===== config.mk =====
export PLATFORM = sky130hd
export DESIGN_NAME = avctp_fragment_reassembly_tracker
export DESIGN_NICKNAME = d
export VERILOG_FILES = /design/src/arft_pkg.sv /design/src/arft_front.sv /design/src/arft_queue.sv /design/src/arft_back.sv /design/src/avctp_fragment_reassembly_tracker.sv
export VERILOG_INCLUDE_DIRS = /design/src /design/src/src
export SDC_FILE = /design/constraint.sdc
export NUM_CORES = 1
export LEC_CHECK = 0
export BUFFER_PORTS_ARGS = -buffer_cell sky130_fd_sc_hd__clkbuf_2
export CORE_UTILIZATION = 62
export DETAILED_ROUTE_END_ITERATION = 12
export PLACE_DENSITY = 0.82
export SLEW_MARGIN = 20
export SYNTH_ARGS = -nofsm -noshare
export SYNTH_HDL_FRONTEND = slang
export SYNTH_SLANG_ARGS = --single-unit

===== constraint.sdc =====
create_clock -name clk -period 6.9 [get_ports clk]
set_input_delay 1.035 -clock clk [delete_from_list [all_inputs] [get_ports clk]]
set_output_delay 1.035 -clock clk [all_outputs]
set_load 0.01 [all_outputs]

===== src/avctp_fragment_reassembly_tracker_defines.svh =====
// assertion macros used by the reassembly tracker rtl
// no dependencies; included by arft_back, which checks its own logic
`ifndef AVCTP_FRAGMENT_REASSEMBLY_TRACKER_DEFINES_SVH
`define AVCTP_FRAGMENT_REASSEMBLY_TRACKER_DEFINES_SVH

// antecedent implies consequent in the same cycle
`define ARFT_ASSERT_IMP(lbl, clk, rst_n, ante, cons, msg) \
	lbl: assert property (@(posedge clk) disable iff (!rst_n) (ante) |-> (cons)) \
		else $error(msg);

// antecedent implies consequent in the next cycle
`define ARFT_ASSERT_NXT(lbl, clk, rst_n, ante, cons, msg) \
	lbl: assert property (@(posedge clk) disable iff (!rst_n) (ante) |=> (cons)) \
		else $error(msg);

`endif


===== src/arft_pkg.sv =====
// shared types, codes and constants of the avctp reassembly tracker
// no dependencies; used by every module of the block
package arft_pkg;

	localparam int CHAN_VALUES    = 16;
	localparam int NUM_CHANNELS_D = 16;
	localparam int QUEUE_DEPTH_D  = 4;

	localparam logic [8:0] COUNT_MAX = 9'd256;

	localparam logic KIND_PAYLOAD = 1'b0;
	localparam logic KIND_STATUS  = 1'b1;

	typedef enum logic [1:0] {
		PK_SINGLE   = 2'd0,
		PK_START    = 2'd1,
		PK_CONTINUE = 2'd2,
		PK_END      = 2'd3
	} pkind_t;

	typedef enum logic [2:0] {
		ST_SINGLE_OK = 3'd0,
		ST_FRAG_OK   = 3'd1,
		ST_COMPLETE  = 3'd2,
		ST_UNEXP_END = 3'd3,
		ST_ORPHAN    = 3'd4,
		ST_SHORT_HDR = 3'd5
	} status_t;

	typedef enum logic [1:0] {
		OP_PAYLOAD = 2'd0,
		OP_FINISH  = 2'd1,
		OP_SHORT   = 2'd2
	} opcode_t;

	typedef struct packed {
		logic [3:0]  chan;
		pkind_t      ptype;
		logic [3:0]  trans;
		logic        resp;
		logic        ipid;
		logic [15:0] profile;
		logic [7:0]  expected;
	} pkt_t;

	typedef struct packed {
		opcode_t    code;
		logic [7:0] data;
		logic       pend;
		logic       has_payload;
		pkt_t       pkt;
	} op_t;

	typedef struct packed {
		logic        kind;
		logic [7:0]  payload_byte;
		logic [1:0]  packet_kind;
		logic [3:0]  transaction_label;
		logic        is_response;
		logic        ipid_flag;
		logic [15:0] profile_id;
		logic [8:0]  fragments_seen;
		logic [7:0]  fragments_expected;
		status_t     status;
		logic        last;
	} res_t;

endpackage


===== src/arft_front.sv =====
// header parser: tracks header position, latches packet fields, emits queue ops
// depends on arft_pkg
module arft_front (
	input  logic           clk,
	input  logic           arst_n,
	input  logic           accept,
	input  logic [3:0]     channel,
	input  logic [7:0]     data_byte,
	input  logic           packet_end,
	output logic           op_valid,
	output arft_pkg::op_t  op
);

	typedef enum logic [4:0] {
		PS_FIRST   = 5'b00001,
		PS_COUNT   = 5'b00010,
		PS_PROF_HI = 5'b00100,
		PS_PROF_LO = 5'b01000,
		PS_PAYLOAD = 5'b10000
	} pstate_t;

	pstate_t        state_q, state_d;
	arft_pkg::pkt_t pkt_q, pkt_d;
	logic           emit;

	always_comb begin
		state_d        = state_q;
		pkt_d          = pkt_q;
		emit           = 1'b0;
		op.code        = arft_pkg::OP_PAYLOAD;
		op.pend        = packet_end;
		op.has_payload = 1'b0;
		case (state_q)
			PS_PAYLOAD: begin
				emit = 1'b1;
				if (packet_end) begin
					state_d = PS_FIRST;
				end
			end
			PS_FIRST: begin
				pkt_d.chan     = channel;
				pkt_d.trans    = data_byte[7:4];
				pkt_d.ptype    = arft_pkg::pkind_t'(data_byte[3:2]);
				pkt_d.resp     = data_byte[1];
				pkt_d.expected = 8'h00;
				pkt_d.profile  = 16'h0000;
				if (pkt_d.ptype inside {arft_pkg::PK_SINGLE, arft_pkg::PK_START}) begin
					pkt_d.ipid = data_byte[0];
					if (packet_end) begin
						emit    = 1'b1;
						op.code = arft_pkg::OP_SHORT;
					end else begin
						state_d = (pkt_d.ptype == arft_pkg::PK_START) ? PS_COUNT : PS_PROF_HI;
					end
				end else begin
					pkt_d.ipid = 1'b0;
					if (packet_end) begin
						emit    = 1'b1;
						op.code = arft_pkg::OP_FINISH;
					end else begin
						state_d = PS_PAYLOAD;
					end
				end
			end
			PS_COUNT: begin
				pkt_d.expected = data_byte;
				if (packet_end) begin
					emit    = 1'b1;
					op.code = arft_pkg::OP_SHORT;
					state_d = PS_FIRST;
				end else begin
					state_d = PS_PROF_HI;
				end
			end
			PS_PROF_HI: begin
				pkt_d.profile = {data_byte, 8'h00};
				if (packet_end) begin
					emit    = 1'b1;
					op.code = arft_pkg::OP_SHORT;
					state_d = PS_FIRST;
				end else begin
					state_d = PS_PROF_LO;
				end
			end
			PS_PROF_LO: begin
				pkt_d.profile = {pkt_q.profile[15:8], data_byte};
				if (packet_end) begin
					emit    = 1'b1;
					op.code = arft_pkg::OP_FINISH;
					state_d = PS_FIRST;
				end else begin
					state_d = PS_PAYLOAD;
				end
			end
			default: begin
				state_d = PS_FIRST;
			end
		endcase
		op.data = data_byte;
		op.pkt  = pkt_d;
	end

	assign op_valid = accept & emit;

	always_ff @(posedge clk or negedge arst_n) begin
		if (!arst_n) begin
			state_q <= PS_FIRST;
			pkt_q   <= '0;
		end else if (accept) begin
			state_q <= state_d;
			pkt_q   <= pkt_d;
		end
	end

endmodule


===== src/arft_queue.sv =====
// short op queue between the header parser and the context engine
// depends on arft_pkg for the op type
module arft_queue #(
	parameter int DEPTH = arft_pkg::QUEUE_DEPTH_D
) (
	input  logic          clk,
	input  logic          arst_n,
	input  logic          push,
	input  arft_pkg::op_t din,
	output logic          full,
	input  logic          pop,
	output logic          not_empty,
	output arft_pkg::op_t dout
);

	localparam int PW = (DEPTH > 1) ? $clog2(DEPTH) : 1;
	localparam int CW = $clog2(DEPTH + 1);
	localparam logic [PW-1:0] LAST_PTR = PW'(DEPTH - 1);
	localparam logic [CW-1:0] FULL_CNT = CW'(DEPTH);

	arft_pkg::op_t  mem_q [DEPTH];
	logic [PW-1:0]  wr_ptr_q, rd_ptr_q;
	logic [CW-1:0]  count_q;

	assign full      = (count_q == FULL_CNT);
	assign not_empty = (count_q != '0);
	assign dout      = mem_q[rd_ptr_q];

	always_ff @(posedge clk) begin
		if (push) begin
			mem_q[wr_ptr_q] <= din;
		end
	end

	always_ff @(posedge clk or negedge arst_n) begin
		if (!arst_n) begin
			wr_ptr_q <= '0;
			rd_ptr_q <= '0;
			count_q  <= '0;
		end else begin
			if (push) begin
				wr_ptr_q <= (wr_ptr_q == LAST_PTR) ? '0 : wr_ptr_q + PW'(1);
			end
			if (pop) begin
				rd_ptr_q <= (rd_ptr_q == LAST_PTR) ? '0 : rd_ptr_q + PW'(1);
			end
			case ({push, pop})
				2'b10:   count_q <= count_q + CW'(1);
				2'b01:   count_q <= count_q - CW'(1);
				default: count_q <= count_q;
			endcase
		end
	end

endmodule


===== src/arft_back.sv =====
// context engine: per-channel read-modify-write and registered result output
// depends on arft_pkg and the assertion macros header
`include "avctp_fragment_reassembly_tracker_defines.svh"

module arft_back #(
	parameter int NUM_CHANNELS = arft_pkg::NUM_CHANNELS_D
) (
	input  logic           clk,
	input  logic           arst_n,
	input  logic           q_valid,
	input  arft_pkg::op_t  head,
	output logic           pop,
	output logic           out_valid,
	input  logic           out_ready,
	output arft_pkg::res_t res
);

	localparam int CTX_DEPTH = (NUM_CHANNELS < arft_pkg::CHAN_VALUES) ?
		NUM_CHANNELS : arft_pkg::CHAN_VALUES;
	localparam int IDX_W = (CTX_DEPTH > 1) ? $clog2(CTX_DEPTH) : 1;

	// channel number folded onto the context store
	logic [IDX_W-1:0] chan_map [arft_pkg::CHAN_VALUES];
	for (genvar v = 0; v < arft_pkg::CHAN_VALUES; v++) begin : g_map
		localparam int MV = v % NUM_CHANNELS;
		assign chan_map[v] = IDX_W'(MV);
	end

	logic           ctx_valid_q [CTX_DEPTH];
	logic [8:0]     ctx_count_q [CTX_DEPTH];
	logic [7:0]     ctx_exp_q   [CTX_DEPTH];
	logic [15:0]    ctx_prof_q  [CTX_DEPTH];

	logic           out_valid_q, phase_q;
	arft_pkg::res_t res_q, res_d;

	logic [IDX_W-1:0] idx;
	logic             cv;
	logic [8:0]       cc, cnt_sat;
	logic [7:0]       ce;
	logic [15:0]      cp;
	logic             adv, step, done, hp;
	logic             wr_en, wr_valid;
	logic [8:0]       wr_cnt;
	logic [7:0]       wr_exp;
	logic [15:0]      wr_prof;

	assign idx     = chan_map[head.pkt.chan];
	assign cv      = ctx_valid_q[idx];
	assign cc      = ctx_count_q[idx];
	assign ce      = ctx_exp_q[idx];
	assign cp      = ctx_prof_q[idx];
	assign cnt_sat = (cc < arft_pkg::COUNT_MAX) ? cc + 9'd1 : arft_pkg::COUNT_MAX;

	assign adv  = !out_valid_q || out_ready;
	assign step = adv && q_valid;
	assign pop  = step && done;
	assign hp   = (head.code == arft_pkg::OP_PAYLOAD) || head.has_payload;

	always_comb begin
		res_d                   = '0;
		res_d.packet_kind       = head.pkt.ptype;
		res_d.transaction_label = head.pkt.trans;
		res_d.is_response       = head.pkt.resp;
		res_d.ipid_flag         = head.pkt.ipid;
		res_d.kind              = arft_pkg::KIND_STATUS;
		res_d.last              = 1'b1;
		done     = 1'b1;
		wr_en    = 1'b0;
		wr_valid = 1'b0;
		wr_cnt   = cc;
		wr_exp   = ce;
		wr_prof  = cp;
		if (head.code == arft_pkg::OP_SHORT) begin
			res_d.status = arft_pkg::ST_SHORT_HDR;
		end else if (head.code == arft_pkg::OP_PAYLOAD && !phase_q) begin
			// payload word; the status word of an ending byte follows as the next output word
			res_d.kind         = arft_pkg::KIND_PAYLOAD;
			res_d.payload_byte = head.data;
			res_d.last         = !head.pend;
			done               = !head.pend;
			if (head.pkt.ptype inside {arft_pkg::PK_CONTINUE, arft_pkg::PK_END}) begin
				res_d.profile_id = cv ? cp : 16'h0000;
			end else begin
				res_d.profile_id = head.pkt.profile;
			end
		end else begin
			case (head.pkt.ptype)
				arft_pkg::PK_SINGLE: begin
					res_d.profile_id = head.pkt.profile;
					res_d.status     = arft_pkg::ST_SINGLE_OK;
				end
				arft_pkg::PK_START: begin
					res_d.profile_id         = head.pkt.profile;
					res_d.fragments_expected = head.pkt.expected;
					if (head.pkt.ipid && !hp) begin
						res_d.status = arft_pkg::ST_SINGLE_OK;
					end else begin
						// open or overwrite the channel context
						wr_en                = 1'b1;
						wr_valid             = 1'b1;
						wr_cnt               = 9'd1;
						wr_exp               = head.pkt.expected;
						wr_prof              = head.pkt.profile;
						res_d.fragments_seen = 9'd1;
						res_d.status         = arft_pkg::ST_FRAG_OK;
					end
				end
				arft_pkg::PK_CONTINUE: begin
					if (cv) begin
						wr_en                    = 1'b1;
						wr_valid                 = 1'b1;
						wr_cnt                   = cnt_sat;
						res_d.profile_id         = cp;
						res_d.fragments_seen     = cnt_sat;
						res_d.fragments_expected = ce;
						res_d.status             = arft_pkg::ST_FRAG_OK;
					end else begin
						res_d.status = arft_pkg::ST_ORPHAN;
					end
				end
				default: begin
					if (cv) begin
						// message closes; context is dropped
						wr_en                    = 1'b1;
						res_d.profile_id         = cp;
						res_d.fragments_seen     = cnt_sat;
						res_d.fragments_expected = ce;
						res_d.status = (cnt_sat == {1'b0, ce}) ?
							arft_pkg::ST_COMPLETE : arft_pkg::ST_UNEXP_END;
					end else begin
						res_d.status = arft_pkg::ST_UNEXP_END;
					end
				end
			endcase
		end
	end

	always_ff @(posedge clk or negedge arst_n) begin
		if (!arst_n) begin
			out_valid_q <= 1'b0;
			phase_q     <= 1'b0;
			for (int i = 0; i < CTX_DEPTH; i++) begin
				ctx_valid_q[i] <= 1'b0;
			end
		end else begin
			if (adv) begin
				out_valid_q <= q_valid;
			end
			if (step) begin
				phase_q <= !done;
			end
			if (step && wr_en) begin
				ctx_valid_q[idx] <= wr_valid;
			end
		end
	end

	always_ff @(posedge clk) begin
		if (step) begin
			res_q <= res_d;
		end
		if (step && wr_en) begin
			ctx_count_q[idx] <= wr_cnt;
			ctx_exp_q[idx]   <= wr_exp;
			ctx_prof_q[idx]  <= wr_prof;
		end
	end

	assign out_valid = out_valid_q;
	assign res       = res_q;

	`ARFT_ASSERT_IMP(a_phase_head, clk, arst_n, phase_q,
		q_valid && head.code == arft_pkg::OP_PAYLOAD && head.pend,
		"second word pending without an ending payload op")
	`ARFT_ASSERT_IMP(a_status_last, clk, arst_n,
		out_valid_q && res_q.kind == arft_pkg::KIND_STATUS, res_q.last,
		"status word not marked last")
	`ARFT_ASSERT_IMP(a_payload_clean, clk, arst_n,
		out_valid_q && res_q.kind == arft_pkg::KIND_PAYLOAD,
		res_q.status == arft_pkg::ST_SINGLE_OK && res_q.fragments_seen == 9'd0,
		"payload word carries status or count")
	`ARFT_ASSERT_IMP(a_complete_end, clk, arst_n,
		out_valid_q && res_q.status == arft_pkg::ST_COMPLETE,
		res_q.kind == arft_pkg::KIND_STATUS && res_q.packet_kind == arft_pkg::PK_END,
		"message complete reported outside an end packet")
	`ARFT_ASSERT_NXT(a_second_word, clk, arst_n,
		step && head.code == arft_pkg::OP_PAYLOAD && head.pend && !phase_q,
		phase_q && out_valid_q,
		"ending payload byte did not schedule its status word")

endmodule


===== src/avctp_fragment_reassembly_tracker.sv =====
// path: a byte that yields a word is pushed into the op queue, then registered at the output
//   by the context engine; header bytes that do not end a packet yield no word
// throughput: one byte per cycle while the op queue has room; an ending payload byte sends
//   two words through the output register, and the four-entry op queue absorbs the burst
// context read-modify-write is done within each step, so same-channel bytes never stall on it
// reset: arst_n asynchronous active low clears parser, queue, output valid and every
//   channel context valid bit at once; no clearing pass, bytes are taken right after reset
module avctp_fragment_reassembly_tracker #(
	parameter int NUM_CHANNELS = arft_pkg::NUM_CHANNELS_D,
	parameter int QUEUE_DEPTH  = arft_pkg::QUEUE_DEPTH_D
) (
	input  logic        clk,
	input  logic        arst_n,
	// input word channel
	input  logic        in_valid,
	output logic        in_ready,
	input  logic [3:0]  channel,
	input  logic [7:0]  data_byte,
	input  logic        packet_end,
	// result word channel
	output logic        out_valid,
	input  logic        out_ready,
	output logic        kind,
	output logic [7:0]  payload_byte,
	output logic [1:0]  packet_kind,
	output logic [3:0]  transaction_label,
	output logic        is_response,
	output logic        ipid_flag,
	output logic [15:0] profile_id,
	output logic [8:0]  fragments_seen,
	output logic [7:0]  fragments_expected,
	output logic [2:0]  status,
	output logic        last
);

	logic           accept;
	logic           op_valid;
	arft_pkg::op_t  op, head;
	logic           q_full, q_valid, q_pop;
	arft_pkg::res_t res;

	// header bytes that produce no op still wait for queue room, keeps ready simple
	assign in_ready = !q_full;
	assign accept   = in_valid && in_ready;

	// front: header parse and classification
	arft_front u_front (
		.clk        (clk),
		.arst_n     (arst_n),
		.accept     (accept),
		.channel    (channel),
		.data_byte  (data_byte),
		.packet_end (packet_end),
		.op_valid   (op_valid),
		.op         (op)
	);

	// decoupling queue
	arft_queue #(
		.DEPTH (QUEUE_DEPTH)
	) u_queue (
		.clk       (clk),
		.arst_n    (arst_n),
		.push      (op_valid),
		.din       (op),
		.full      (q_full),
		.pop       (q_pop),
		.not_empty (q_valid),
		.dout      (head)
	);

	// back: channel contexts and the output register
	arft_back #(
		.NUM_CHANNELS (NUM_CHANNELS)
	) u_back (
		.clk       (clk),
		.arst_n    (arst_n),
		.q_valid   (q_valid),
		.head      (head),
		.pop       (q_pop),
		.out_valid (out_valid),
		.out_ready (out_ready),
		.res       (res)
	);

	assign kind               = res.kind;
	assign payload_byte       = res.payload_byte;
	assign packet_kind        = res.packet_kind;
	assign transaction_label  = res.transaction_label;
	assign is_response        = res.is_response;
	assign ipid_flag          = res.ipid_flag;
	assign profile_id         = res.profile_id;
	assign fragments_seen     = res.fragments_seen;
	assign fragments_expected = res.fragments_expected;
	assign status             = res.status;
	assign last               = res.last;

endmodule


==> results of run 1 <==
[logic make-up (layout without fill, tap and decap cells)]
logic type | after synthesis | count (layout)
DFF | 836 | 836
and+or+nand+nor | 327 | 327
muxes | 307 | 307
AOI/OAI and AO/OA | 134 | 134
buffers and inverters | 100 | 283
xor gates and xnor gates | 14 | 14
adders and majority gates | 12 | 12
[cell type report]
class                      instances  area share (%)
multi-input combinational        794            21.9
tap                              688            2.31
clock buffer                     102            5.89
clock inverter                    44            1.11
inverter                          15           0.151
timing repair buffer             122            2.21
sequential                       836            66.4
[per-layer routing]
metal / GRT usage, % / wire length [um] / vias to the layer above
met5: 0 / 0 / -
met4: 12.4 / 2980 / 0
li1: - / - / 7177
met3: 5.41 / 7780 / 215
met1: 40.7 / 28800 / 9287
met2: 46.6 / 38500 / 1262
[path summary, 6_finish.rpt]
| kind | endpoint | slack (ps) | cells past startpoint |
|---|---|---|---|
| max in group asynchronous | u_queue.rd_ptr_q[0] | 5560 | 2 |
| min reg2reg | u_front.pkt_q[26] | 480 | 2 |
| max | u_back.ctx_prof_q[5][5] | 1420 | 8 |
| min | u_front.pkt_q[26] | 480 | 2 |
| max reg2reg | u_back.ctx_prof_q[5][5] | 1420 | 8 |
| min in group asynchronous | u_back.ctx_valid_q[9] | 650 | 2 |
[layout by cell type, fill, tap and decap left out, types with 9 or more instances in the layout]
cell	count
clkinv_2	14
a31oi_1	11
mux4_2	175
inv_1	14
mux2i_1	69
mux2_2	42
ha_1	11
dfrtp_1	63
nand2_1	171
clkbuf_16	83
clkinv_1	13
nand3_1	32
o22ai_1	15
mux2_1	16
nor2b_1	15
xnor2_1	9
nor2_1	37
o21ai_0	28
buf_4	43
nor2_4	16
clkbuf_1	14
edfxtp_1	770
a22o_1	18
a21oi_1	27
clkbuf_2	71
[registers in the layout, indices dropped and copies added, names as in the netlist]
signal	count
u_front.state_q	5
u_front.pkt_q	36
u_back.ctx_count_q	144
u_back.ctx_valid_q	16
u_queue.mem_q	188
u_back.phase_q	1
u_back.ctx_prof_q	256
u_queue.wr_ptr_q	2
u_queue.count_q	3
u_back.res	54
u_back.out_valid	1
u_queue.rd_ptr_q	2
u_back.ctx_exp_q	128
[per-stage QoR]
step                      util (%)  worst slack (ps)  instance area [um^2]
after global placement        65.6              1600                 34700
after floorplan                  -              1680                 33300
after global routing          70.6              1240                 37300
after CTS                     70.5              1430                 37300
after detailed placement      65.6              1480                 34700
final                         70.6              1420                 37300
[critical path: stages, from the launching register on]
cell and delay, ps:
dfrtp_4 810, mux4_4 1070, mux4_1 490, mux4_2 680
nand3_2 280, a21o_1 280, or3_2 550, nor2_4 660
buf_4 310
[power groups by stage]
stage / registers, mW / clock network (mW) / logic (mW)
finish: 7.96 / 4.39 / 7.04
floorplan: 7.99 / 0 / 4.70
global route: 8.00 / 4.60 / 7.41
detailed placement: 8.04 / 0 / 6.79
CTS: 7.96 / 4.42 / 6.90
global placement: 8.00 / 0 / 6.51
==> qor.yml, run 1 <==
outcome:
  outcome: "finished with violations"
  violations: "design-rule violations"
timing:
  fin_crit_sh_pct: 79.4
  timing.final.crit_period_ps: 5480
  tns_ps: 0
  achievable-frequency_ghz: 0.183
  finClkSkew_ps: 29.1
  rsz0062_at_grt: "false"
  final.hold.worst_slack_ps: 479
  hold_viol: 0
  worst_pin_slew_ps: 1050
  final-setup-viol-count: 0
  worst_slew_margin_rel_pct: 29.5
  report.final.slew_viol_count: 0
logic_synthesis:
  synth_ff_type: "edfxtp_1"
  main_area_contributors_after_synthesis: "edfxtp_1, mux4_2, dfrtp_1, mux2i_1, nand2_1"
  synth_fp_nets: 1759
  yosys.area_share.adder_pct: 0.473
  synth.yosys.warnings: 0
  synth_area_per_cell_um2: 19.3
  seq_area_frac_synth_pct: 74.3
  synth_top_family_by_area: "multiplexers"
  synth.area.mux_share_pct: 16.2
  postSynthCellCount: 1730
  post_synth_and_or_nand_nor_area_fraction_pct: 4.37
  synthMostInstantiatedCell: "edfxtp_1"
  synthDominantAreaCellType: "edfxtp_1"
  netlist_top_cells_count: "edfxtp_1, mux4_2, nand2_1"
  synth_register_bits: 836
  synthDistinctLibCells: 63
  yosysTopAreaCellShare_pct: 69.4
  syn_area_mm2: 0.0333
  fraction_of_registers_with_async_set_reset_pct: 7.89
  yosys.area_share.xor_xnor_pct: 0.368
  synth-edff-count: 770
  synth_compound_area_share_pct: 2.62
die:
  floorplan.rows: 84
  die_h_um: 234
  core_region_area_mm2: 0.0529
  top_level_ports: 73
  die-width_um: 234
  fp.dieArea_mm2: 0.0547
  initial_core_util_pct: 63.1
clock_network:
  cts_inserted_buffers: 80
  post-cts-setup-buffers: 0
  h-tree-depth: 3
  cell_at_the_root_of_the_clock_tree: "clkbuf_16"
  post_cts_hold_buffer_count: 0
  cts_buffer_depth: 3
  cts_tree: "yes"
  worst_setup_hold_path_clk_slew_ps: 70
  post_cts_resize_count: 0
  worst_skew_pair.late_latency_ps: 630
  clock-sinks: 836
global_routing:
  grt_max_degree: 94
  globalRouteTotalUtil_pct: 29.3
  global_route_wire_length_before_repair_um: 115000
  grt-ovfl-total: 0
  antenna_found_initial: 0
  first_global_vias: 18062
setup_path:
  critPathLaunch: "u_queue.rd_ptr_q[0]"
  worstPathMaxFanout: 31
  startpoint_class_of_the_critical_path: "register"
  worstPathRequired_ps: 7230
  timing.critical_path.arrival_ps: 5800
  cp-end-kind: "register"
  criticalPathCategory: "reg -> reg"
  worst_r2r_startpoint: "u_queue.rd_ptr_q[0]"
cells_and_area:
  nNetsFinal: 1878
  multi_input_comb_area_mm2: 0.00817
  finish.cell_count_without_fillers: 2601
  diodes: 0
  area_growth_syn_to_layout_pct: 11.9
  share_of_final_layout_standard_cells_stronger_than_drive_strength_1_pct: 26.2
  fill_cells: 2938
  final-seq-area_mm2: 0.0248
placed_design:
  placed_cells: 2455
  dpl.hpwl_um: 43500
  port-buffer-count: 72
  gp_congestion: 0.887
pwr:
  power.share.switching_pct: 35.0
  p_seq_share_pct: 41.1
  power.share.combinational_pct: 36.3
  cellInternalPower_mw: 12.6
  p_leak_nw: 12.8
  total_switching_power_mw: 6.78
  power_mw: 19.4
  p_per_cell_area_mw_per_mm2: 520
  ir_drop_worst_vdd_uv: 311
  power.clock.fraction_pct: 22.6
detailed_routing:
  initial_drt_pass_iterations: 11
  drt_iter0_markers: 2596
  drt_drc_violations_left: 7
  drtAntennaViolNets: 0
  average_routed_wire_per_standard_cell_um: 30.0
  detail_route.wirelength_um: 78100
  detailroute.via_count: 17941
  viasPerCell: 6.90
run:
  max-cap-violations: 0
min_path:
  holdCritPathClass: "reg -> reg"
  hold_path_startpoint: "u_front.pkt_q[26]"
No activity file was read; power rests on OpenSTA's default activity.
==> inputs of run 2 (changes only) <==
Clock period 6.9 ns to 5.6 ns, I/O delays scaled along.
==> run 2 against run 1 <==
  * The run still ends with design-rule violations left
  * Core utilization decreased by 0.12 points
  * Sequential cell count unchanged
  * Non-clock buffer count increased by 3
  * Via count decreased by 0.57%
  * Global-route usage increased by 0.23 points
  * Sequential power increased by 23%
  * Clock power increased by 22%
  * Register-to-register slack got worse by 640 ps
  * Worst setup slack got worse by 640 ps
  * Power increased by 23%
  * First-iteration DRC count decreased by 2.2%
  * Critical path type unchanged
==> qor.yml, run 2 (synthesized netlist as in run 1, its figures left out) <==
outcome:
  violations: "design-rule violations"
  outcome: "finished with violations"
timing:
  achievable-frequency_ghz: 0.208  # +14%
  final_critical_path_setup_slack_ps: 787  # -635 ps
  timing.final.crit_period_ps: 4810  # -665 ps
  worst_pin_slew_ps: 1140  # +82.9 ps
  report.final.slew_viol_count: 0  # unchanged
  final-setup-viol-count: 0  # unchanged
  hold_viol: 0  # unchanged
  tns_ps: 0  # unchanged
  worst_slew_margin_rel_pct: 24.0  # -5.5 points
  rsz0062_at_grt: "false"
  finClkSkew_ps: 27.2  # -1.86 ps
  fin_crit_sh_pct: 86.0  # +6.6 points
die:
  fp.dieArea_mm2: 0.0547  # unchanged
  initial_core_util_pct: 63.1  # unchanged
  core_region_area_mm2: 0.0529  # unchanged
  floorplan.rows: 84  # unchanged
  top_level_ports: 73  # unchanged
  die-width_um: 234  # unchanged
  die_h_um: 234  # unchanged
clock_network:
  clock-sinks: 836  # unchanged
  cell_at_the_root_of_the_clock_tree: "clkbuf_16"
  worst_skew_pair.late_latency_ps: 620  # about the same
  post_cts_hold_buffer_count: 0  # unchanged
  worst_setup_hold_path_clk_slew_ps: 60  # about the same
  post_cts_resize_count: 0  # unchanged
  cts_tree: "yes"
  h-tree-depth: 3  # unchanged
  cts_inserted_buffers: 81  # +1.3%
  post-cts-setup-buffers: 0  # unchanged
  cts_buffer_depth: 3  # unchanged
setup_path:
  worstPathRequired_ps: 5900  # -1330 ps
  criticalPathCategory: "reg -> reg"
  cp_common_cell: "buf_4"
  startpoint_class_of_the_critical_path: "register"
  cp-end-kind: "register"
  cell_by_cell_trace_of_the_critical_path: "buf_4, mux4_2, nor2b_2, and2b_1, and2_1, nand2b_1, a21o_1, or3_2, nor2_4, buf_4"
  critical_path.slowest_cell: "nor2_4"
  reg2regPathDepth: 10  # +2
  worstPathMaxFanout: 23  # -26%
  worstReg2RegEnd: "u_back.ctx_prof_q[5][6]"
  setup.reg_to_reg.worst_slack_ps: 790  # -640 ps
  worst_r2r_startpoint: "u_queue.rd_ptr_q[1]"
  critical_path.max_stage_delay_ps: 830  # -240 ps
  critPathBufInv: 2  # +1
  cp_top_family: "simple AND/OR/NAND/NOR gates"
  timing.critical_path.arrival_ps: 5110  # -690 ps
placed_design:
  port-buffer-count: 72  # unchanged
  gp_congestion: 0.883  # -0.46%
  placed_cells: 2457  # +0.081%
  preCtsSetupSlack_ps: 794  # -689 ps
  dpl.hpwl_um: 45000  # +3.4%
global_routing:
  grt_max_degree: 82  # -13%
  global_route_wire_length_before_repair_um: 115000  # -0.13%
  grt-ovfl-total: 0  # unchanged
  globalRouteTotalUtil_pct: 29.6  # +0.23 points
  first_global_vias: 18158  # +0.53%
  antenna_found_initial: 0  # unchanged
pwr:
  total_switching_power_mw: 8.22  # +21%
  p_leak_nw: 12.8  # -0.14%
  p_seq_share_pct: 41.2  # about the same
  power.clock.fraction_pct: 22.5  # about the same
  power_mw: 23.7  # +23%
  power.share.combinational_pct: 36.3  # about the same
  ir_drop_worst_vdd_uv: 363  # +17%
  cellInternalPower_mw: 15.5  # +23%
  power.share.switching_pct: 34.6  # -0.34 points
  p_per_cell_area_mw_per_mm2: 638  # +23%
cells_and_area:
  share_of_final_layout_standard_cells_stronger_than_drive_strength_1_pct: 26.1  # -0.13 points
  diodes: 0  # unchanged
  max_reg_flops: 256  # unchanged
  reg.largest.list: "u_back.ctx_prof_q: 256 flops, u_queue.mem_q: 188 flops, u_back.ctx_count_q: 144 flops"
  area_growth_syn_to_layout_pct: 11.7
  register_bank_with_the_most_flops: "u_back.ctx_prof_q"
  final_cell_mix: "edfxtp_1, mux4_2, nand2_1"
  finish.cell_count_without_fillers: 2607  # +0.23%
  layout.cells.most_common: "edfxtp_1"
  nNetsFinal: 1882  # +0.21%
detailed_routing:
  viasPerCell: 6.84  # -0.80%
  initial_drt_pass_iterations: 12  # +1
  average_routed_wire_per_standard_cell_um: 30.3  # +0.85%
  drtAntennaViolNets: 0  # unchanged
  drt_drc_violations_left: 7  # unchanged
  detailroute.via_count: 17838  # -0.57%
  detail_route.wirelength_um: 78900  # +1.1%
  drt_iter0_markers: 2538  # -2.2%
min_path:
  holdCritPathClass: "in -> async"
run:
  max-cap-violations: 0  # unchanged
## run 2: how the worst max path moves through the flow
stage / startpoint / to / slack (ps) / cells after the start
floorplan: u_queue.rd_ptr_q[0] / u_back.ctx_valid_q[14] / 380 / 14
global placement: u_queue.rd_ptr_q[0] / u_back.ctx_count_q[8][8] / 950 / 12
detailed placement: u_queue.rd_ptr_q[0] / u_back.ctx_count_q[9][8] / 790 / 12
CTS: u_queue.rd_ptr_q[0] / u_back.ctx_count_q[7][8] / 770 / 12
global route: u_queue.rd_ptr_q[0] / u_back.ctx_count_q[8][1] / 650 / 10
finish: u_queue.rd_ptr_q[1] / u_back.ctx_prof_q[5][6] / 790 / 10
## run 2: area by class of cell
| class | count | area, um^2 |
|---|---|---|
| Clock buffer | 107 | 2240 |
| Multi-Input combinational cell | 794 | 8170 |
| Sequential cell | 836 | 24800 |
| Fill cell | 2975 | 15600 |
| Timing Repair Buffer | 125 | 796 |
| Tap cell | 688 | 861 |
| Clock inverter | 42 | 340 |
| Inverter | 15 | 56.3 |
## run 2: layer usage
metal	GRT usage (%)	vias up	share of wire, %
met5	0	-	0
li1	-	7190	-
met1	41.1	9057	37
met3	6.79	235	11
met4	12.9	0	4.0
met2	45.6	1356	48
## run 2: per-stage QoR
step                      area, um^2  utilization [%]  hold WS, ps
after floorplan                33300                -          443
after global placement         34600             65.5          457
after detailed placement       34600             65.5          466
after CTS                      37200             70.4          447
after global routing           37200             70.4          469
final                          37200             70.4          458
## run 2: power groups by stage
stage               sequential, mW  clock, mW  combinational [mW]
finish                        9.77       5.34                8.63
global route                  9.83       5.61                9.08
detailed placement            9.88          0                8.33
floorplan                     9.84          0                5.79
CTS                           9.78       5.36                8.45
global placement              9.84          0                8.00
